## src/hw/rtl/rsa_pkg.sv

```systemverilog
// Shared types and constants for the ring slot allocator.
// Holds the item structs, operation codes and the default pool size.
// No dependencies.
`default_nettype none

package rsa_pkg;

  // Default number of slots in the ring.
  localparam int POOL_SLOTS_DEF = 256;

  // Width of the slot number field on the input item.
  localparam int TASK_ID_W = 16;

  // Width of the slot number returned on the result item.
  localparam int RESULT_ID_W = 8;

  // Operation codes carried in the op field.
  localparam logic [1:0] OP_ALLOC = 2'd0;
  localparam logic [1:0] OP_FREE  = 2'd1;
  localparam logic [1:0] OP_QUERY = 2'd2;

  // One request item.
  typedef struct packed {
    logic [1:0]           op;
    logic [TASK_ID_W-1:0] task_id;
  } in_item_t;

  // One result item.
  typedef struct packed {
    logic [RESULT_ID_W-1:0] result_id;
    logic                   success;
  } out_item_t;

endpackage

`default_nettype wire

```

## src/hw/rtl/rsa_flag_mem.sv

```systemverilog
// Live-flag memory of the ring slot allocator: one write port, one read port,
// registered read data. No dependencies.
`default_nettype none

module rsa_flag_mem #(
  parameter int DEPTH = 256,
  parameter int AW    = 8
) (
  input  wire logic          clk,
  input  wire logic          we,
  input  wire logic [AW-1:0] waddr,
  input  wire logic          wdata,
  input  wire logic [AW-1:0] raddr,
  output logic               rdata
);

  logic mem [DEPTH];

  // Write port.
  always_ff @(posedge clk) begin
    if (we) begin
      mem[waddr] <= wdata;
    end
  end

  // Registered read port.
  always_ff @(posedge clk) begin
    rdata <= mem[raddr];
  end

endmodule

`default_nettype wire

```

## src/hw/rtl/rsa_idx_unit.sv

```systemverilog
// Shared ring index unit: wraps an index forward and compares it.
// Used by the sequencer for the head advance, the tail walk and the clear sweep.
`default_nettype none

module rsa_idx_unit #(
  parameter int POOL_SLOTS = 256,
  parameter int AW         = 8
) (
  input  wire logic [AW-1:0] idx_a,
  input  wire logic [AW-1:0] idx_b,
  output logic [AW-1:0]      a_nxt,
  output logic               a_last,
  output logic               a_eq_b,
  output logic               nxt_eq_b
);

  localparam logic [AW-1:0] LastIdx = AW'(POOL_SLOTS - 1);

  // Next index around the ring, plus the two compares the sequencer needs.
  always_comb begin
    a_last   = (idx_a == LastIdx);
    a_nxt    = a_last ? '0 : idx_a + AW'(1);
    a_eq_b   = (idx_a == idx_b);
    nxt_eq_b = (a_nxt == idx_b);
  end

endmodule

`default_nettype wire

```

## src/hw/rtl/rsa_seq.sv

```systemverilog
// Sequencer of the ring slot allocator: holds head and tail, runs the clear
// sweep, allocate, free with tail walk, and query. Uses rsa_pkg, rsa_idx_unit
// and rsa_flag_mem.
`default_nettype none

module rsa_seq #(
  parameter int POOL_SLOTS = rsa_pkg::POOL_SLOTS_DEF,
  parameter int AW         = 8
) (
  input  wire logic              clk,
  input  wire logic              rst_n,
  input  wire logic              req_valid,
  output logic                   req_ready,
  input  wire rsa_pkg::in_item_t req_item,
  output logic                   res_valid,
  input  wire logic              res_ready,
  output rsa_pkg::out_item_t     res_item
);

  typedef enum logic [2:0] {
    ST_CLEAR,
    ST_IDLE,
    ST_EXEC,
    ST_WALK,
    ST_WCHK,
    ST_QRD,
    ST_RESP
  } state_t;

  state_t                            state_r, state_nxt;
  logic [AW-1:0]                     head_r, head_nxt;
  logic [AW-1:0]                     tail_r, tail_nxt;
  logic [1:0]                        op_r, op_nxt;
  logic [rsa_pkg::TASK_ID_W-1:0]     id_r, id_nxt;
  rsa_pkg::out_item_t                res_r, res_nxt;

  logic [AW-1:0] ua, ub, u_nxt;
  logic          u_last, u_eq, u_nxt_eq;

  logic          mem_we, mem_wdata, mem_rdata;
  logic [AW-1:0] mem_waddr, mem_raddr;

  logic                            in_range;
  logic [AW-1:0]                   id_idx;
  logic [rsa_pkg::TASK_ID_W-1:0]   head_ext;

  assign in_range = (id_r < rsa_pkg::TASK_ID_W'(POOL_SLOTS));
  assign id_idx   = id_r[AW-1:0];
  assign head_ext = rsa_pkg::TASK_ID_W'(head_r);

  // The shared unit works on the head during execute, on the tail otherwise.
  assign ua = (state_r == ST_EXEC) ? head_r : tail_r;
  assign ub = (state_r == ST_EXEC) ? tail_r : head_r;

  rsa_idx_unit #(
    .POOL_SLOTS (POOL_SLOTS),
    .AW         (AW)
  ) u_idx (
    .idx_a    (ua),
    .idx_b    (ub),
    .a_nxt    (u_nxt),
    .a_last   (u_last),
    .a_eq_b   (u_eq),
    .nxt_eq_b (u_nxt_eq)
  );

  rsa_flag_mem #(
    .DEPTH (POOL_SLOTS),
    .AW    (AW)
  ) u_mem (
    .clk   (clk),
    .we    (mem_we),
    .waddr (mem_waddr),
    .wdata (mem_wdata),
    .raddr (mem_raddr),
    .rdata (mem_rdata)
  );

  assign req_ready = (state_r == ST_IDLE);
  assign res_valid = (state_r == ST_RESP);
  assign res_item  = res_r;

  // Next-state and datapath control.
  always_comb begin
    state_nxt = state_r;
    head_nxt  = head_r;
    tail_nxt  = tail_r;
    op_nxt    = op_r;
    id_nxt    = id_r;
    res_nxt   = res_r;
    mem_we    = 1'b0;
    mem_waddr = tail_r;
    mem_wdata = 1'b0;
    mem_raddr = tail_r;

    unique case (state_r)
      // Clear sweep: the tail register serves as the address counter and
      // wraps back to zero after the last slot.
      ST_CLEAR: begin
        mem_we    = 1'b1;
        mem_waddr = tail_r;
        tail_nxt  = u_nxt;
        if (u_last) begin
          state_nxt = ST_IDLE;
        end
      end

      ST_IDLE: begin
        if (req_valid) begin
          op_nxt    = req_item.op;
          id_nxt    = req_item.task_id;
          state_nxt = ST_EXEC;
        end
      end

      ST_EXEC: begin
        res_nxt.result_id = id_r[rsa_pkg::RESULT_ID_W-1:0];
        res_nxt.success   = 1'b0;
        state_nxt         = ST_RESP;
        unique case (op_r)
          rsa_pkg::OP_ALLOC: begin
            res_nxt.result_id = '0;
            // Full when the head would step onto the tail.
            if (!u_nxt_eq) begin
              mem_we            = 1'b1;
              mem_waddr         = head_r;
              mem_wdata         = 1'b1;
              head_nxt          = u_nxt;
              res_nxt.result_id = head_ext[rsa_pkg::RESULT_ID_W-1:0];
              res_nxt.success   = 1'b1;
            end
          end
          rsa_pkg::OP_FREE: begin
            if (in_range) begin
              mem_we          = 1'b1;
              mem_waddr       = id_idx;
              mem_wdata       = 1'b0;
              res_nxt.success = 1'b1;
              state_nxt       = ST_WALK;
            end
          end
          rsa_pkg::OP_QUERY: begin
            if (in_range) begin
              mem_raddr = id_idx;
              state_nxt = ST_QRD;
            end
          end
          default: begin
            res_nxt.success = 1'b0;
          end
        endcase
      end

      // Tail walk: stop at the head, otherwise fetch the flag under the tail.
      ST_WALK: begin
        mem_raddr = tail_r;
        state_nxt = u_eq ? ST_RESP : ST_WCHK;
      end

      // A live slot ends the walk; a cleared one moves the tail on.
      ST_WCHK: begin
        if (mem_rdata) begin
          state_nxt = ST_RESP;
        end else begin
          tail_nxt  = u_nxt;
          state_nxt = ST_WALK;
        end
      end

      ST_QRD: begin
        res_nxt.success = mem_rdata;
        state_nxt       = ST_RESP;
      end

      ST_RESP: begin
        if (res_ready) begin
          state_nxt = ST_IDLE;
        end
      end

      default: begin
        state_nxt = ST_IDLE;
      end
    endcase
  end

  // State, indices and the registered result.
  always_ff @(posedge clk) begin
    if (!rst_n) begin
      state_r <= ST_CLEAR;
      head_r  <= '0;
      tail_r  <= '0;
    end else begin
      state_r <= state_nxt;
      head_r  <= head_nxt;
      tail_r  <= tail_nxt;
    end
    op_r  <= op_nxt;
    id_r  <= id_nxt;
    res_r <= res_nxt;
  end

endmodule

`default_nettype wire

```

## src/hw/rtl/ring_slot_allocator_in_order_reclaim.sv

```systemverilog
// Ring slot allocator with in-order handout and out-of-order reclaim.
//
// Requests enter on in_valid/in_ready with an in_data item (op, task_id);
// one result item leaves on out_valid/out_ready per request. Allocate hands
// out the head slot unless tail to head already spans POOL_SLOTS-1 slots;
// free clears a slot and walks the tail over cleared slots; query reads a flag.
//
// Allocate, out-of-range requests and unused op codes go from the execute
// state straight to the response state; a query passes through a flag read
// state first, and a free walks the tail in a walk state and a check state
// per slot until it meets the head or a live slot. in_ready rises together
// with out_valid; a new request is taken only once the previous result has
// left the sequencer. The walk reads the flag memory through the read port.
//
// After reset the flag memory is cleared one slot per cycle, so in_ready
// stays low until the sweep ends. A result waits in the output register
// while out_ready is low; the next request is still taken and worked on,
// and then holds in the sequencer until the output register frees up.
// Depends on rsa_pkg, rsa_seq, rsa_idx_unit and rsa_flag_mem.
`default_nettype none

module ring_slot_allocator_in_order_reclaim #(
  parameter int POOL_SLOTS = rsa_pkg::POOL_SLOTS_DEF
) (
  input  wire logic               clk,
  input  wire logic               rst_n,
  input  wire logic               in_valid,
  output logic                    in_ready,
  input  wire rsa_pkg::in_item_t  in_data,
  output logic                    out_valid,
  input  wire logic               out_ready,
  output rsa_pkg::out_item_t      out_data
);

  localparam int IdxW = (POOL_SLOTS > 1) ? $clog2(POOL_SLOTS) : 1;

  logic               res_valid, res_ready;
  rsa_pkg::out_item_t res_item;
  logic               out_valid_r;
  rsa_pkg::out_item_t out_data_r;

  rsa_seq #(
    .POOL_SLOTS (POOL_SLOTS),
    .AW         (IdxW)
  ) u_seq (
    .clk       (clk),
    .rst_n     (rst_n),
    .req_valid (in_valid),
    .req_ready (in_ready),
    .req_item  (in_data),
    .res_valid (res_valid),
    .res_ready (res_ready),
    .res_item  (res_item)
  );

  // Output register: takes a new result when empty or being drained.
  assign res_ready = !out_valid_r || out_ready;

  always_ff @(posedge clk) begin
    if (!rst_n) begin
      out_valid_r <= 1'b0;
    end else if (res_ready) begin
      out_valid_r <= res_valid;
    end
    if (res_ready && res_valid) begin
      out_data_r <= res_item;
    end
  end

  assign out_valid = out_valid_r;
  assign out_data  = out_data_r;

endmodule

`default_nettype wire

```

## config.mk

```make
export PLATFORM = sky130hd
export DESIGN_NAME = ring_slot_allocator_in_order_reclaim
export DESIGN_NICKNAME = d
export VERILOG_FILES = /design/src/hw/rtl/rsa_pkg.sv /design/src/hw/rtl/rsa_flag_mem.sv /design/src/hw/rtl/rsa_idx_unit.sv /design/src/hw/rtl/rsa_seq.sv /design/src/hw/rtl/ring_slot_allocator_in_order_reclaim.sv
export SDC_FILE = /design/constraint.sdc
export NUM_CORES = 1
export LEC_CHECK = 0
export BUFFER_PORTS_ARGS = -buffer_cell sky130_fd_sc_hd__buf_2
export CORE_ASPECT_RATIO = 2
export CORE_MARGIN = 5
export CORE_UTILIZATION = 40
export DETAILED_ROUTE_END_ITERATION = 16
export GPL_TIMING_DRIVEN = 1
export PLACE_DENSITY = 0.66
export RECOVER_POWER = 25
export SLEW_MARGIN = 20
export SYNTH_ARGS = -nofsm -noshare
export SYNTH_HDL_FRONTEND = slang
export SYNTH_SLANG_ARGS = --single-unit
```

## constraint.sdc

```tcl
create_clock -name clk -period 9.95 [get_ports clk]
set_clock_uncertainty 0.15 [all_clocks]
set_input_delay 0.4975 -clock clk [delete_from_list [all_inputs] [get_ports clk]]
set_output_delay 0.4975 -clock clk [all_outputs]
set_load 0.1 [all_outputs]
```

[Word-level counts from Yosys, hierarchy flattened]
Memory sizes are Yosys's and may differ from the RTL's. A register that Yosys moved wholly into a read port is not among the register bits.
Cells that the tools add are included.
Word-level totals
  flip-flop bits (word level): 56
  bits of input ports: 22
  ROM bits: 0
  memories kept: 1
  word-level logic and storage cells: 72
  memory bits (writable): 256
  latch bits: 0
Operators by class
  magnitude comparators: 1
  shift-type cells: 0
  reductions and logical operators: 11
  multiply operators: 0
  divide/modulo/power cells: 0
  add/sub/neg operators: 1
  bitwise operators: 1
  muxes and demuxes: 32
  equality and inequality tests: 15
Memories
  u_seq.u_mem.mem: words 256, bits a word 1, read ports 1, clocked after memory_dff 1, write ports 1, line rsa_flag_mem.sv:17  | logic mem [DEPTH];
Operator list (count)
  $mux 8: 10
  $pmux 8 s2: 2
  $pmux 3 s7: 1
  $eq 8x8->1: 2
  $lt 16x9->1 const B: 1
  $mux 3: 5
  $eq 3x3->1 const B: 3
  $mux 9: 1
  $add 8x1->8 const B: 1
  $eq 8x8->1 const B: 1
  $pmux 1 s2: 4
  $eq 3x2->1 const B: 2
  $mux 1: 6
  $ne 2x2->1 const B: 3
  $pmux 3 s2: 1
  $reduce_and 3->1: 2
  $mux 2: 2
  $reduce_and 2->1: 2
  $reduce_bool 2->1: 2
  $eq 3x1->1 const B: 1
  $logic_not 3->1: 1
  $eq 2x1->1 const B: 1
  $eq 2x2->1 const B: 1
  $logic_not 2->1: 1
  5 further kinds: 5

[Depth between registers and ports, before layout]
  depth in word-level cells: 10
  gate-level depth with buffers: 24
  gate-level depth less buffers: 14

[Modules after synthesis]
From an unflattened synthesis, not the netlist that was laid out.
Second synthesis, totals
  cells, all modules: 1126
  area, all modules: 14365.0 µm²
Modules (own cells, without submodules)
  rsa_flag_mem: times used 1, area an instance 11128.2 µm², cells each 788, sequential area each 7707.4 µm²
  rsa_seq: times used 1, area an instance 2469.9 µm², cells each 265, sequential area each 1191.1 µm²
  rsa_idx_unit: times used 1, area an instance 439.2 µm², cells each 59, sequential area each 0.0 µm²
  ring_slot_allocator_in_order_reclaim: times used 1, area an instance 327.8 µm², cells each 14, sequential area each 290.3 µm²

[Worst setup path after synthesis]
Ideal clock, no wire load.
  path kind: register to register
  start point: register u_seq.state_r[2]
  end point: memory u_seq.u_mem.mem[0], data pin
  stages on the path, launching flop included: 19
  data required time: 8.353 ns
  slack: -1.000 ns
  data arrival time: 9.353 ns
  clock period less this slack: 10.950 ns
  setup time: 1.447 ns
  cell sequence: dfxtp_1 buf_6 or3b_1 buf_6 clkinv_8 buf_2 buf_1 o21ai_0 ha_1 clkbuf_1 nand2_1 nor4_1 a41oi_2 buf_2 nand4b_1 o2111a_1 and2_4 buf_6 nor2_1
On the way
  cells in the longest elaborated chain, start to end: 8
RTL lines
  start: declaration: line rsa_seq.sv:30  | state_t state_r, state_nxt;
  start signal: assignment: line rsa_seq.sv:194  | state_r <= state_nxt;
  $eq 3x2->1 *: line rsa_seq.sv:52, rsa_seq.sv:53, rsa_seq.sv:96
  $mux 8: line rsa_seq.sv:52  | assign ua = (state_r == ST_EXEC) ? head_r : tail_r;
  $add 8x1->8 / $eq 8x8->1 (equally long branches): line rsa_idx_unit.sv:22, rsa_idx_unit.sv:21
  $mux 8: line rsa_idx_unit.sv:22  | a_nxt = a_last ? '0 : idx_a + AW'(1);
  $eq 8x8->1: line rsa_idx_unit.sv:24  | nxt_eq_b = (a_nxt == idx_b);
  $mux 1: line rsa_seq.sv:124  | if (!u_nxt_eq) begin
  $mux 1
  $mux 1 *: line rsa_seq.sv:96  | unique case (state_r)
  net u_seq.mem_wdata: line rsa_seq.sv:40  | logic mem_we, mem_wdata, mem_rdata;
  end: declaration: line rsa_flag_mem.sv:17
Mark *: on every way through the listed nets, which the timed path passes. The rest lies on a longest branch.

[Worst setup path after layout]
  start point: register u_seq.state_r[2]
  end point: memory u_seq.u_mem.mem[150], enable pin
On the way
  cells in the longest elaborated chain, start to end: 10
RTL lines
  $eq 3x2->1: line rsa_seq.sv:52, rsa_seq.sv:53, rsa_seq.sv:96
  $mux 8: line rsa_seq.sv:52
  $add 8x1->8 / $eq 8x8->1 (equally long branches): line rsa_idx_unit.sv:22, rsa_idx_unit.sv:21
  $mux 8: line rsa_idx_unit.sv:22
  $eq 8x8->1: line rsa_idx_unit.sv:24
  $mux 1: line rsa_seq.sv:124
  $pmux 1 s2: line rsa_seq.sv:120  | unique case (op_r)
  $pmux 1 s2: line rsa_seq.sv:96
  $mux 1: line rsa_flag_mem.sv:21  | if (we) begin
  $mux 1 (implied by the code): line rsa_flag_mem.sv:22  | mem[waddr] <= wdata;
Several ways; a longest one is shown, not always the timed one.

==> results.toml <==
[yosys]
synth_area_leaders = "edfxtp_1 57%, nor3_1 7.6%, mux2i_1 5.9%"
ys_async_sr_fraction_pct = 0
synth_edf_count = 292
synth_cell_types = 74
synthesis.area_um2 = 15400
ys.flop_type = "edfxtp_1"
ys_warn_count = 0
synth_nets = 1406
synth-seq-cells = 313
netlist_instances = 1380
yosysTopAreaCell = "edfxtp_1"
synth_seq_area_share_pct = 59.6
syn_area_per_cell_um2 = 11.2
synth_top_area_share_pct = 56.8

[clocking]
clk_pin_slew_ns = 0.07
clk_latency_ns = 0.56
postCtsResizedCells = 0
numCtsBuffers = 27
cts_root_buf = "clkbuf_16"
max-clock-path-buffers = 3
cts_sinks = 313
h-tree-depth = 1
cts_tree = "done"
ctsHoldBuffers = 18
postCtsSetupRepairBufs = 0

[layout]
multi_input_area_um2 = 5590
nets = 1360
seqCellArea_um2 = 9190
most-common-layout-cells = "292 x edfxtp_1, 234 x nor3_1, 140 x nand2_1"
syn_to_final_growth_pct = 9.70
post-route-util_pct = 44.5
fillers = 3451
diodes = 0
layout_commonest_cell = "edfxtp_1"
drive_above_1_share_pct = 8.80

[timing]
drv_slew = 0
rsz0062_at_grt = "false"
setup_ws_ns = 2.20
hold_viol_final = 0
fin_crit_ns = 7.75
finalCritPeriodShare_pct = 77.9
max_freq_mhz = 129
tns_ns = 0
setup_viol = 0
tightest_slew_ns = 1.36
whs_ns = 0.201
slew-limit-headroom_pct = 8.63

[critical_path]
crit_path_max_incr_delay_ns = 1.05
start_kind = "flop"
reg2reg_from = "u_seq.state_r[2]$_SDFFE_PN0P_"
endpoint_kind = "flop"
worst-setup-path-type = "reg2reg"
cp_cell_sequence = "or3b_1 -> clkinvlp_2 -> nand2_1 -> o21ai_0 -> ha_1 -> nand2_1 -> nor4_1 -> a41oi_1 -> nand3_1 -> a211oi_2 -> and2_4 -> o311ai_0 -> nand3b_1 -> buf_4 -> nor4_1"
worstPathMaxFanout = 40
r2r_cells = 15
crit_arrival_ns = 7.82
r2r-end = "u_seq.u_mem.mem[150]$_DFFE_PP_"
critPathRequiredTime_ns = 10.02
r2r_setup_slack_ns = 2.20
cpMaxStageDelayCell = "clkinvlp_2"

[grt]
grt_max_degree = 260
grt_antenna_before_repair = 1
overflow = 0
grt_pass1_wl_um = 66000
grt_pass1_vias = 11421
grt.total_usage_pct = 20.0

[min_path]
whs_path_depth = 4
worstHoldStart = "in_valid"
min_to = "u_seq.state_r[0]$_SDFFE_PN0P_"
hold_class = "in2reg"

[floorplan]
dieArea_um2 = 42800
initial_utilization_pct = 40.6
die_y_um = 288
die_w_um = 149
num_rows = 101
coreArea_um2 = 38000
io_pins = 33

[power_and_ir_drop]
vdd_ir_drop_max_mv = 0.139
p_leak_nw = 5.36
p_per_area_nw_per_um2 = 199

[run_status]
outcome = "finished clean"

[place]
place_congestion = 0.960
portBuffers = 32
hpwl_um = 27700
dp_slack_ns = 3.58

[routing]
drtAntennaViolNets = 0
drt-total-wl_um = 43900
drt_iter0_markers = 960
drc = 0
dr.pass1.iters = 8
routedWlPerCell_um = 23.5
vias = 11422
vias_per_cell = 6.11

[flow_run]
maxCapViolations = 0
[worst max-delay path by stage]
stage / startpoint / endpoint / slack (ns)
after global routing: u_seq.state_r[2]$_SDFFE_PN0P_ / u_seq.u_mem.mem[167]$_DFFE_PP_ / 1.57
final: u_seq.state_r[2]$_SDFFE_PN0P_ / u_seq.u_mem.mem[150]$_DFFE_PP_ / 2.20
after CTS: u_seq.state_r[1]$_SDFFE_PN0P_ / u_seq.u_mem.mem[150]$_DFFE_PP_ / 3.52
after floorplan: u_seq.state_r[2]$_SDFFE_PN0P_ / u_seq.u_mem.mem[0]$_DFFE_PP_ / 1.87
after global placement: u_seq.state_r[1]$_SDFFE_PN0P_ / u_seq.u_mem.mem[61]$_DFFE_PP_ / 3.67
after detailed placement: u_seq.state_r[1]$_SDFFE_PN0P_ / u_seq.u_mem.mem[150]$_DFFE_PP_ / 3.58
[metrics by stage]
step | total power [W] | std cells | instance area (µm²)
after global routing | 0.00348 | 1868 | 16900
after CTS | 0.00338 | 1868 | 17000
after global placement | 0.00228 | 1802 | 15900
final | 0.00337 | 1868 | 16900
after floorplan | 0.00204 | 1380 | 15400
after detailed placement | 0.00229 | 1802 | 15900
[metal layers]
metal  global-route usage, %  up-vias  share of wire [%]  wire [µm]
met5                       0        -                  0          0
met4                    15.0        0                8.7       3830
met3                    2.17      191                4.7       2080
met2                    37.6      436                 54      23700
met1                    19.5     5611                 33      14300
li1                        -     5184                  -          -
[worst max-delay path: cells and delay by family, from the launching register on]
family / cells / cell delay [ns]
simple gates: 8 / 2.58
compound gates: 4 / 1.95
buf+inv: 2 / 1.63
flops: 1 / 0.63
fa+ha+maj: 1 / 0.39
[cell families (layout without fill, tap and decap cells)]
kind of cell | Yosys count | count (layout) | synth area share (%)
AO/OA/AOI/OAI | 193 | 193 | 9.11
XOR/XNOR | 17 | 17 | 0.965
adder cells (fa/ha/maj) | 4 | 4 | 0.324
buffers and inverters | 169 | 142 | 4.60
flip-flops | 313 | 313 | 59.6
multiplexers | 92 | 92 | 5.98
AND/OR/NAND/NOR | 592 | 592 | 19.5
[state kept, by name (all words and copies together), names as in the netlist]
signal	count
u_seq.res_item	9
u_seq.id_r	16
out_valid	1
u_seq.op_r	2
u_seq.u_mem.mem	256
u_seq.state_r	3
out_data	9
u_seq.u_mem.rdata	1
u_seq.tail_r	8
u_seq.head_r	8
[cell usage after synthesis, types with 12 or more instances]
library cell and n:
a211oi_1 12, a21oi_1 13, a22o_1 14, a31oi_1 19, a32oi_1 14, buf_1 30
clkbuf_1 104, dfxtp_1 21, edfxtp_1 292, inv_1 15, mux2i_1 91, nand2_1 142
nand3_1 44, nand4_1 15, nor2_1 44, nor3_1 235, nor4_1 38, o21ai_0 18
o22ai_1 35, xnor2_1 15
[power by group]
group / internal (W) / switching (W)
sequential: 0.00145 / 0.0000331
clock: 0.000614 / 0.000479
combinational: 0.000205 / 0.000589
total: 0.00227 / 0.00110
[final cells by class]
cell class / count / area share [%]
Timing Repair Buffer: 77 / 3.16
Clock buffer: 34 / 4.21
Clock inverter: 14 / 1.11
Multi-Input combinational cell: 898 / 33.0
Inverter: 17 / 0.384
Sequential cell: 313 / 54.3
Tap cell: 515 / 3.81
No activity file was read; power rests on OpenSTA's default activity.
